File: src/design/egwm_pkg.sv
// Shared constants, snapshot type and modulo helper for the encoder gate window measure block.
package egwm_pkg;

    localparam int PULSES_PER_REV = 512;
    localparam int POS_W          = 10;
    localparam int OFF_W          = 9;
    localparam int START_W        = 9;
    localparam int WIDTH_W        = 10;

    localparam logic [POS_W-1:0] REV = POS_W'(PULSES_PER_REV);

    localparam logic STATUS_OK        = 1'b0;
    localparam logic STATUS_FEW_EDGES = 1'b1;

    // Edge positions of one finished revolution, handed from the tracker to the arc stage.
    typedef struct packed {
        logic [POS_W-1:0] earlier;
        logic [POS_W-1:0] last;
        logic             few_edges;
    } egwm_snap_t;

    // Reduces a value below twice the revolution into the range of one revolution.
    function automatic logic [POS_W-1:0] mod_rev(input logic [POS_W:0] v);
        logic [POS_W:0] r;
        r = (v >= {1'b0, REV}) ? (v - {1'b0, REV}) : v;
        return r[POS_W-1:0];
    endfunction

endpackage

File: src/design/egwm_tracker.sv
// Revolution tracker: counts pulses, records the last two gate edges and snapshots them at each index mark.
module egwm_tracker (
    input  logic               clk,
    input  logic               rst_n,
    input  logic               in_valid,
    output logic               in_stall,
    input  logic               gate_level,
    input  logic               index_mark,
    output logic               snap_valid,
    input  logic               snap_stall,
    output egwm_pkg::egwm_snap_t snap
);
    import egwm_pkg::*;

    logic             running_reg, running_next;
    logic             prev_gate_reg, prev_gate_next;
    logic [POS_W-1:0] pos_reg, pos_next;
    logic [POS_W-1:0] last_reg, last_next;
    logic [POS_W-1:0] earlier_reg, earlier_next;
    logic [1:0]       edges_reg, edges_next;
    logic             snap_valid_reg, snap_valid_next;
    egwm_snap_t       snap_reg, snap_next;

    logic accept;
    logic emit;
    logic [POS_W-1:0] pos_inc;

    // A finished revolution waits in the snapshot register until the arc stage takes it.
    assign in_stall = snap_valid_reg & snap_stall;
    assign accept   = in_valid & ~in_stall;
    assign emit     = accept & index_mark & running_reg;
    assign pos_inc  = (pos_reg < REV) ? (pos_reg + POS_W'(1)) : pos_reg;

    always_comb
    begin
        running_next   = running_reg;
        prev_gate_next = prev_gate_reg;
        pos_next       = pos_reg;
        last_next      = last_reg;
        earlier_next   = earlier_reg;
        edges_next     = edges_reg;
        if (accept)
        begin
            if (index_mark)
            begin
                running_next   = 1'b1;
                prev_gate_next = 1'b0;
                pos_next       = '0;
                last_next      = '0;
                earlier_next   = '0;
                edges_next     = '0;
            end
            else if (running_reg)
            begin
                pos_next       = pos_inc;
                prev_gate_next = gate_level;
                if (gate_level != prev_gate_reg)
                begin
                    earlier_next = last_reg;
                    last_next    = pos_inc;
                    if (edges_reg < 2'd2)
                    begin
                        edges_next = edges_reg + 2'd1;
                    end
                end
            end
        end
    end

    always_comb
    begin
        snap_next       = snap_reg;
        snap_valid_next = snap_valid_reg & snap_stall;
        if (emit)
        begin
            snap_next.earlier   = earlier_reg;
            snap_next.last      = last_reg;
            snap_next.few_edges = (edges_reg < 2'd2);
            snap_valid_next     = 1'b1;
        end
    end

    always_ff @(posedge clk or negedge rst_n)
    begin
        if (!rst_n)
        begin
            running_reg    <= 1'b0;
            prev_gate_reg  <= 1'b0;
            pos_reg        <= '0;
            last_reg       <= '0;
            earlier_reg    <= '0;
            edges_reg      <= '0;
            snap_valid_reg <= 1'b0;
        end
        else
        begin
            running_reg    <= running_next;
            prev_gate_reg  <= prev_gate_next;
            pos_reg        <= pos_next;
            last_reg       <= last_next;
            earlier_reg    <= earlier_next;
            edges_reg      <= edges_next;
            snap_valid_reg <= snap_valid_next;
        end
    end

    always_ff @(posedge clk)
    begin
        snap_reg <= snap_next;
    end

    assign snap_valid = snap_valid_reg;
    assign snap       = snap_reg;

endmodule

File: src/design/egwm_arc.sv
// Arc stage: picks the shorter arc, applies the position offset and holds the result register.
module egwm_arc (
    input  logic                            clk,
    input  logic                            rst_n,
    input  logic                            snap_valid,
    output logic                            snap_stall,
    input  egwm_pkg::egwm_snap_t            snap,
    input  logic [egwm_pkg::OFF_W-1:0]      offset,
    output logic                            out_valid,
    input  logic                            out_stall,
    output logic [egwm_pkg::START_W-1:0]    gate_start,
    output logic [egwm_pkg::START_W-1:0]    gate_end,
    output logic [egwm_pkg::WIDTH_W-1:0]    gate_width,
    output logic                            status
);
    import egwm_pkg::*;

    logic                 out_valid_reg, out_valid_next;
    logic [START_W-1:0]   start_reg, start_next;
    logic [START_W-1:0]   end_reg, end_next;
    logic [WIDTH_W-1:0]   width_reg, width_next;
    logic                 status_reg, status_next;

    logic                 take;
    logic [POS_W-1:0]     diff, other, arc_width;
    logic                 swap;
    logic [POS_W-1:0]     first_pos, second_pos;
    logic [POS_W-1:0]     off_mod;
    logic [POS_W-1:0]     first_adj, second_adj;

    assign snap_stall = out_valid_reg & out_stall;
    assign take       = snap_valid & ~snap_stall;

    always_comb
    begin
        diff      = snap.last - snap.earlier;
        other     = REV - diff;
        arc_width = (diff < other) ? diff : other;
        // When the arc through zero is the shorter one, it starts at the later edge.
        swap      = (diff > other);
        if (swap)
        begin
            first_pos  = mod_rev({1'b0, snap.last});
            second_pos = mod_rev({1'b0, snap.last} + {1'b0, arc_width});
        end
        else
        begin
            first_pos  = mod_rev({1'b0, snap.earlier});
            second_pos = mod_rev({1'b0, snap.last});
        end
        off_mod    = mod_rev({2'b00, offset});
        first_adj  = mod_rev({1'b0, first_pos} + {1'b0, REV} - {1'b0, off_mod});
        second_adj = mod_rev({1'b0, second_pos} + {1'b0, REV} - {1'b0, off_mod});
    end

    always_comb
    begin
        out_valid_next = out_valid_reg & out_stall;
        start_next     = start_reg;
        end_next       = end_reg;
        width_next     = width_reg;
        status_next    = status_reg;
        if (take)
        begin
            out_valid_next = 1'b1;
            if (snap.few_edges)
            begin
                start_next  = '0;
                end_next    = '0;
                width_next  = '0;
                status_next = STATUS_FEW_EDGES;
            end
            else
            begin
                start_next  = first_adj[START_W-1:0];
                end_next    = second_adj[START_W-1:0];
                width_next  = WIDTH_W'(arc_width);
                status_next = STATUS_OK;
            end
        end
    end

    always_ff @(posedge clk or negedge rst_n)
    begin
        if (!rst_n)
        begin
            out_valid_reg <= 1'b0;
        end
        else
        begin
            out_valid_reg <= out_valid_next;
        end
    end

    always_ff @(posedge clk)
    begin
        start_reg  <= start_next;
        end_reg    <= end_next;
        width_reg  <= width_next;
        status_reg <= status_next;
    end

    assign out_valid  = out_valid_reg;
    assign gate_start = start_reg;
    assign gate_end   = end_reg;
    assign gate_width = width_reg;
    assign status     = status_reg;

endmodule

File: src/design/encoder_gate_window_measure.sv
// Top level of the encoder gate window measure block.
// Each input transfer is one encoder pulse or an index mark, and one transfer is taken every clock
// cycle unless input stall is high. An index mark seen after the first one yields one result
// transfer describing the gate arc of the revolution just ended; the result passes through a
// snapshot register and then a result register. Input stall rises only when both of these
// hold an unread result and the output is stalled. The position offset register resets to 8 and
// should be written only while no result is pending.
module encoder_gate_window_measure (
    input  logic                            clk,
    input  logic                            rst_n,
    input  logic                            in_valid,
    output logic                            in_stall,
    input  logic                            gate_level,
    input  logic                            index_mark,
    output logic                            out_valid,
    input  logic                            out_stall,
    output logic [egwm_pkg::START_W-1:0]    gate_start,
    output logic [egwm_pkg::START_W-1:0]    gate_end,
    output logic [egwm_pkg::WIDTH_W-1:0]    gate_width,
    output logic                            status,
    input  logic                            cfg_write_en,
    input  logic [egwm_pkg::OFF_W-1:0]      cfg_write_data
);
    import egwm_pkg::*;

    logic [OFF_W-1:0] offset_reg;
    logic             snap_valid;
    logic             snap_stall;
    egwm_snap_t       snap;

    always_ff @(posedge clk or negedge rst_n)
    begin
        if (!rst_n)
        begin
            offset_reg <= OFF_W'(8);
        end
        else if (cfg_write_en)
        begin
            offset_reg <= cfg_write_data;
        end
    end

    egwm_tracker u_tracker (
        .clk        (clk),
        .rst_n      (rst_n),
        .in_valid   (in_valid),
        .in_stall   (in_stall),
        .gate_level (gate_level),
        .index_mark (index_mark),
        .snap_valid (snap_valid),
        .snap_stall (snap_stall),
        .snap       (snap)
    );

    egwm_arc u_arc (
        .clk        (clk),
        .rst_n      (rst_n),
        .snap_valid (snap_valid),
        .snap_stall (snap_stall),
        .snap       (snap),
        .offset     (offset_reg),
        .out_valid  (out_valid),
        .out_stall  (out_stall),
        .gate_start (gate_start),
        .gate_end   (gate_end),
        .gate_width (gate_width),
        .status     (status)
    );

endmodule

File: config.mk
export PLATFORM = sky130hd
export DESIGN_NAME = encoder_gate_window_measure
export DESIGN_NICKNAME = d
export VERILOG_FILES = /design/src/design/egwm_pkg.sv /design/src/design/egwm_tracker.sv /design/src/design/egwm_arc.sv /design/src/design/encoder_gate_window_measure.sv
export SDC_FILE = /design/constraint.sdc
export NUM_CORES = 1
export LEC_CHECK = 0
export ABC_AREA = 0
export ABC_CLOCK_PERIOD_IN_PS = 15400
export BUFFER_PORTS_ARGS = -buffer_cell sky130_fd_sc_hd__buf_2
export CORE_UTILIZATION = 40
export CTS_CLUSTER_SIZE = 24
export DETAILED_ROUTE_END_ITERATION = 16
export GPL_ROUTABILITY_DRIVEN = 0
export PLACE_DENSITY_LB_ADDON = 0.3
export SETUP_SLACK_MARGIN = 0.1
export SYNTH_ARGS = -nofsm -noshare
export SYNTH_HDL_FRONTEND = slang
export SYNTH_SLANG_ARGS = --single-unit
File: constraint.sdc
create_clock -name clk -period 15.4 [get_ports clk]
set_input_delay 1.54 -clock clk [delete_from_list [all_inputs] [get_ports clk]]
set_output_delay 1.54 -clock clk [all_outputs]
set_load 0.02 [all_outputs]
==> summary.txt, run 1 <==
Layout
  – Nets: 706
  – Commonest non-fill, non-tap cells in the layout: nand2_1, ha_1, edfxtp_1
  – Most common cell after layout, fill and taps aside: nand2_1
  – Flip-flop count of the largest register after layout: 21
  – # fillers: 1343
  – Ratio of cells with drive above 1 in the final layout: 14.31%
  – FF/Latch Area: 2629 µm²
  – Multi-input logic area: 3088 µm²
  – Diodes inserted: 0
  – Area growth from synthesis to layout: 11.32%

Worst setup path
  – Crit path from: u_tracker.snap[1]
  – Data required time at the worst endpoint: 15.45 ns
  – Largest fanout on the critical path: 8
  – WP buf/inv: 4
  – R2r startpoint: u_tracker.snap[1]
  – Register-to-Register Path Depth: 34
  – CP Class: flop to flop
  – Critical path depth: 34
  – CP max stage delay: 0.42 ns
  – Crit. End Element: flop
  – Startpoint class of the critical path: flop
  – Slowest cell on the critical path: edfxtp_1
  – Crit path DAT: 7.87 ns
  – R2R Setup Slk: 7.58 ns
  – CP top delay family: compound AO/OA/AOI/OAI gates
  – Top cell by count, worst path: ha_1

Global routing
  – GR Layer Usage met1: 20.21%
  – Gr usage total: 15.98%
  – Initial antenna violation count: 0
  – GR Layer Usage met2: 27.92%
  – GR met3 Demand/Resource: 3.222%
  – Gr busiest metal: met2
  – Vias in the first global route: 4205
  – Grt ovf: 0
  – Global-route wire length before repair: 20300 µm
  – Largest net degree at the start of global routing: 46

Floorplan
  – Die width: 124.5 µm
  – Full die area: 15500 µm²
  – Die Y: 124.5 µm
  – Num ports: 47
  – Initial Util: 41.13%
  – Core box area: 14590 µm²
  – Row cnt: 44

Clock tree
  – Clock transition at path regs: 0.06 ns
  – CTS max path bufs: 2
  – CTS resizes: 0
  – H-tree levels: 3
  – Clock latency on the worst-skew pair: 0.34 ns
  – Root Driver: clkbuf_16
  – Post-CTS setup buffers: 0
  – TritonCTS clock tree: yes
  – CTS buffer count: 9
  – Post-CTS Hold Buffers: 0
  – Num Clock Sinks: 95

Pwr
  – Worst IR Drop VDD: 0.00007125 V
  – Pwr Total: 1.007 mW
  – PwrDens: 150.7 nW/µm²
  – Leak: 3.015 nW

Outcome
  – Status: complete, no violations

Yosys
  – Average size of a mapped cell: 10.05 µm²
  – Post-synth top flop: edfxtp_1
  – Mapped Cells: 597
  – Seq cells post-synth: 95
  – Mapped Area: 6001 µm²
  – Post-synthesis net count: 672
  – EDFF count, synth: 50
  – Synth unique cells: 71
  – Async SR Flop Fraction: 47.37%
  – Seq/Total Area, Yosys: 43.81%
  – Syn. warnings: 0

Routing
  – Final WL: 11840 µm
  – Number of DRC markers in iteration 0: 191
  – DR pass1 iterations: 4
  – Via count: 4242
  – DRC: 0
  – Post-DRT Antenna Nets: 0
  – Wire per inst: 14.44 µm
  – Vias per inst: 5.173

STA
  – Max-slew violations: 0
  – Worst slew margin: 22.63%
  – Pin slew with the least headroom to its limit: 1.156 ns
  – Fin worst setup slack: 7.582 ns
  – Final Hold Fails: 0
  – Worst hold slack: 0.4456 ns
  – Period minus WS final: 7.818 ns
  – Top achievable clock speed: 0.1279 GHz
  – RSZ-0062 raised after global routing: false
  – Clock Skews: 0.005461 ns
  – Finish-stage setup viols: 0
  – Crit share post-route: 50.77%
  – Final setup TNS: 0 ns

Job
  – Maxcap violations: 0

Min path
  – Hold/Removal Path Class: flop to flop
  – WHS Path Cells: 0
  – HP Start: u_tracker.earlier_reg[6]

Place
  – Hpwl dp: 9177 µm
  – Worst slack at placement: 7.624 ns
  – IO buf count: 46
-- metal layers --
metal / share of wire (%) / up-vias
met4: 1.6 / 0
met5: 0 / -
met2: 48 / 62
met3: 2.9 / 15
li1: - / 2176
met1: 47 / 1989
-- cell usage after synthesis (4+ instances only) --
library cell  count  area [µm²]
xnor2_1          23       201.4
dfrtp_1          44        1101
nor2_1           36       135.1
inv_1            46       172.7
ha_1             55       688.2
buf_1             4       15.01
buf_2             4       20.02
nand2b_1          5       31.28
nand3_1          15       75.07
nor2b_1          18       112.6
mux2_2           10       112.6
a21o_1           16       120.1
o21ai_0          33       165.2
nor3_1           12       60.06
clkbuf_1         14       52.55
or3_1             5       31.28
a21oi_1          29       145.1
edfxtp_1         50        1501
o31ai_1          12       90.09
or2_2             4       25.02
o21bai_1          4       30.03
and3_1            9       56.30
xor2_1           15       131.4
nand2_1          70       262.8
fa_1              4       80.08
-- worst paths after layout --
| kind | to |
|---|---|
| setup / recovery | u_arc.gate_end[8] |
| hold / removal | u_tracker.snap[17] |
| setup reg to reg | u_arc.gate_end[8] |
| hold reg to reg | u_tracker.snap[17] |
| max in group asynchronous | u_tracker.earlier_reg[5] |
| min in group asynchronous | u_tracker.earlier_reg[9] |
-- cell families after synthesis --
family,share of synthesized area [%]
muxes,2.460
xor gates and xnor gates,5.817
adders and majority gates,12.80
AOI/OAI and AO/OA,14.95
buffers and inverters,4.900
and+or+nand+nor,15.26
DFF,43.81
-- report_power, final --
part / switching, mW / total (mW) / leakage, nW / internal [mW]
Sequential: 0.0177 / 0.328 / 1.07 / 0.310
Combinational: 0.254 / 0.450 / 1.79 / 0.196
Clock: 0.0918 / 0.229 / 0.151 / 0.137
-- cell type report --
| type | count | area share (%) |
|---|---|---|
| inverters | 47 | 2.641 |
| repair buffers | 48 | 3.671 |
| multi-input cells | 430 | 46.23 |
| well taps | 184 | 3.446 |
| clock buffers | 13 | 3.915 |
| clock inverters | 3 | 0.7492 |
| flip-flops and latches | 95 | 39.35 |
-- per-stage QoR --
stage                     instances  util, %  area, µm²
after floorplan                 597        -       6001
after global placement          804    43.65       6369
after detailed placement        804    43.65       6369
after CTS                       820    45.79       6680
after global routing            820    45.79       6680
final                           820    45.79       6680
Note: power is estimated with default switching activity, not from simulation.
==> inputs of run 2 (changes only) <==
--- a/config.mk
+++ b/config.mk
@@ -6,7 +6,7 @@
 export NUM_CORES = 1
 export LEC_CHECK = 0
 export ABC_AREA = 0
-export ABC_CLOCK_PERIOD_IN_PS = 15400
+export ABC_CLOCK_PERIOD_IN_PS = 7400
 export BUFFER_PORTS_ARGS = -buffer_cell sky130_fd_sc_hd__buf_2
 export CORE_UTILIZATION = 40
 export CTS_CLUSTER_SIZE = 24
==> constraint.sdc (replaced) <==
create_clock -name clk -period 7.4 [get_ports clk]
set_input_delay 0.74 -clock clk [delete_from_list [all_inputs] [get_ports clk]]
set_output_delay 0.74 -clock clk [all_outputs]
set_load 0.02 [all_outputs]
==> run 2 against run 1 <==
- utilization is 1.4 points higher
- critical path depth is 4 lower
- count of clock-buffer cells in the layout is 3 lower
- combinational power is 130% higher
- total power is 120% higher
- global-route usage is 0.70 points higher
- flip-flop and latch count stayed put
- wire length is 4.6% higher
- first-iteration DRC count is 4.7% higher
- clock skew is 0.00058 ns higher
- final cell count is 2.0% higher
- non-clock buffer count is 16 higher
==> summary.txt, run 2 (same netlist as run 1, synthesis figures left out) <==
Global routing
  – Global-route wire length before repair: 20820 µm
  – Vias in the first global route: 4258
  – Initial antenna violation count: 0
  – Largest net degree at the start of global routing: 46
  – Grt ovf: 0
  – Gr usage total: 16.69%

Floorplan
  – Full die area: 15500 µm²
  – Core box area: 14590 µm²
  – Die width: 124.5 µm
  – Num ports: 47
  – Row cnt: 44
  – Die Y: 124.5 µm
  – Initial Util: 41.13%

Place
  – IO buf count: 46
  – Hpwl dp: 9405 µm
  – Worst slack at placement: -0.1017 ns

STA
  – RSZ-0062 raised after global routing: false
  – Crit share post-route: 94.39%
  – Top achievable clock speed: 0.1432 GHz
  – Worst slew margin: 27.19%
  – Fin worst setup slack: 0.4150 ns
  – Finish-stage setup viols: 0
  – Period minus WS final: 6.985 ns
  – Pin slew with the least headroom to its limit: 1.088 ns
  – Final Hold Fails: 0
  – Clock Skews: 0.006038 ns
  – Max-slew violations: 0

Layout
  – Most common cell after layout, fill and taps aside: nand2_1
  – Area growth from synthesis to layout: 14.62%
  – Ratio of cells with drive above 1 in the final layout: 19.33%
  – Commonest non-fill, non-tap cells in the layout: nand2_1, ha_1, edfxtp_1
  – Flip-flop count of the largest register after layout: 21
  – Nets: 722
  – Diodes inserted: 0

Worst setup path
  – Largest fanout on the critical path: 9
  – CP Class: flop to flop
  – Slowest cell on the critical path: edfxtp_1
  – Crit path DAT: 7.05 ns
  – Top cell by count, worst path: ha_1
  – Startpoint class of the critical path: flop
  – CP max stage delay: 0.50 ns
  – Data required time at the worst endpoint: 7.46 ns
  – Crit. End Element: flop

Routing
  – Vias per inst: 5.206
  – DR pass1 iterations: 4
  – Final WL: 12390 µm
  – DRC: 0
  – Via count: 4352
  – Number of DRC markers in iteration 0: 200
  – Post-DRT Antenna Nets: 0
  – Wire per inst: 14.82 µm

Clock tree
  – Clock latency on the worst-skew pair: 0.34 ns
  – H-tree levels: 3
  – Num Clock Sinks: 95
  – TritonCTS clock tree: yes
  – Root Driver: clkbuf_16
  – Post-CTS Hold Buffers: 0
  – Clock transition at path regs: 0.07 ns
  – CTS buffer count: 9
  – CTS max path bufs: 2

Job
  – Maxcap violations: 0

Pwr
  – Pwr Total: 2.191 mW
  – Worst IR Drop VDD: 0.0001777 V
  – Leak: 3.094 nW
  – PwrDens: 318.5 nW/µm²

Outcome
  – Status: complete, no violations

Min path
  – Hold/Removal Path Class: flop to flop
[run 2: cell count changes in the layout (fill, tap and decap cells not counted), sizes merged]
cell	before	now
buf	48	64
clkbuf	13	10
inv	48	51
clkinv	1	0
clkinvlp	0	1
[run 2: layout make-up]
type	instances	area [µm²]
Clock buffer	10	229.0
Clock inverter	6	72.57
Fill cell	1299	7711
Inverter	47	176.4
Multi-Input combinational cell	430	3176
Sequential cell	95	2629
Tap cell	184	230.2
Timing Repair Buffer	64	365.4
[run 2: per-stage QoR]
stage	hold slack, ns	setup TNS (ns)	cell area (µm²)	utilization, %	instances
final	0.4497	0	6878	47.14	836
after CTS	0.4488	0	6792	46.55	833
after global routing	0.4640	0	6878	47.14	836
after detailed placement	0.4333	-0.1017	6459	44.27	816
after global placement	0.4309	0	6459	44.27	816
after floorplan	0.4244	0	6001	-	597
[run 2: power breakdown]
group,switching (mW),internal (mW),total (mW)
Clock,0.207,0.267,0.474
Sequential,0.0367,0.645,0.682
Combinational,0.572,0.463,1.03
Total,0.815,1.38,2.19
[run 2: repair_timing]
item,CTS,global route
setup buffers,1,3
endpoints found under the setup margin,2,3
pin swaps,3,10
gates cloned,0,0
resized for setup,4,16
[run 2: final timing paths]
check                                              start              endpoint  slack [ns]  depth (start not counted)
worst min-delay path            u_tracker.earlier_reg[4]    u_tracker.snap[15]        0.45                          0
worst min register to register  u_tracker.earlier_reg[4]    u_tracker.snap[15]        0.45                          0
worst max register to register         u_tracker.snap[5]     u_arc.gate_end[8]        0.42                         30
min in group asynchronous                          rst_n  u_tracker.pos_reg[0]        0.57                          1
max in group asynchronous                          rst_n         offset_reg[2]        6.20                          1
worst max-delay path                   u_tracker.snap[5]     u_arc.gate_end[8]        0.42                         30
[run 2: worst max-delay path, delay by kind of cell, from the launching register on]
family          cells  cell delay [ns]
compound gates     12             2.22
flops               1             0.50
fa+ha+maj           5             1.62
xor+xnor            2             0.25
mux                 1             0.26
buf+inv             2             0.19
simple gates        8             1.66
[run 2: per-layer routing]
layer / vias to the layer above / wire [µm] / global-route usage, % / part of all wire [%]
li1: 2206 / - / - / -
met1: 2024 / 5538 / 21.20 / 45
met2: 110 / 6017 / 27.88 / 49
met3: 12 / 640 / 4.253 / 5.2
met4: 0 / 194 / 4.890 / 1.6
met5: - / 0 / 0 / 0
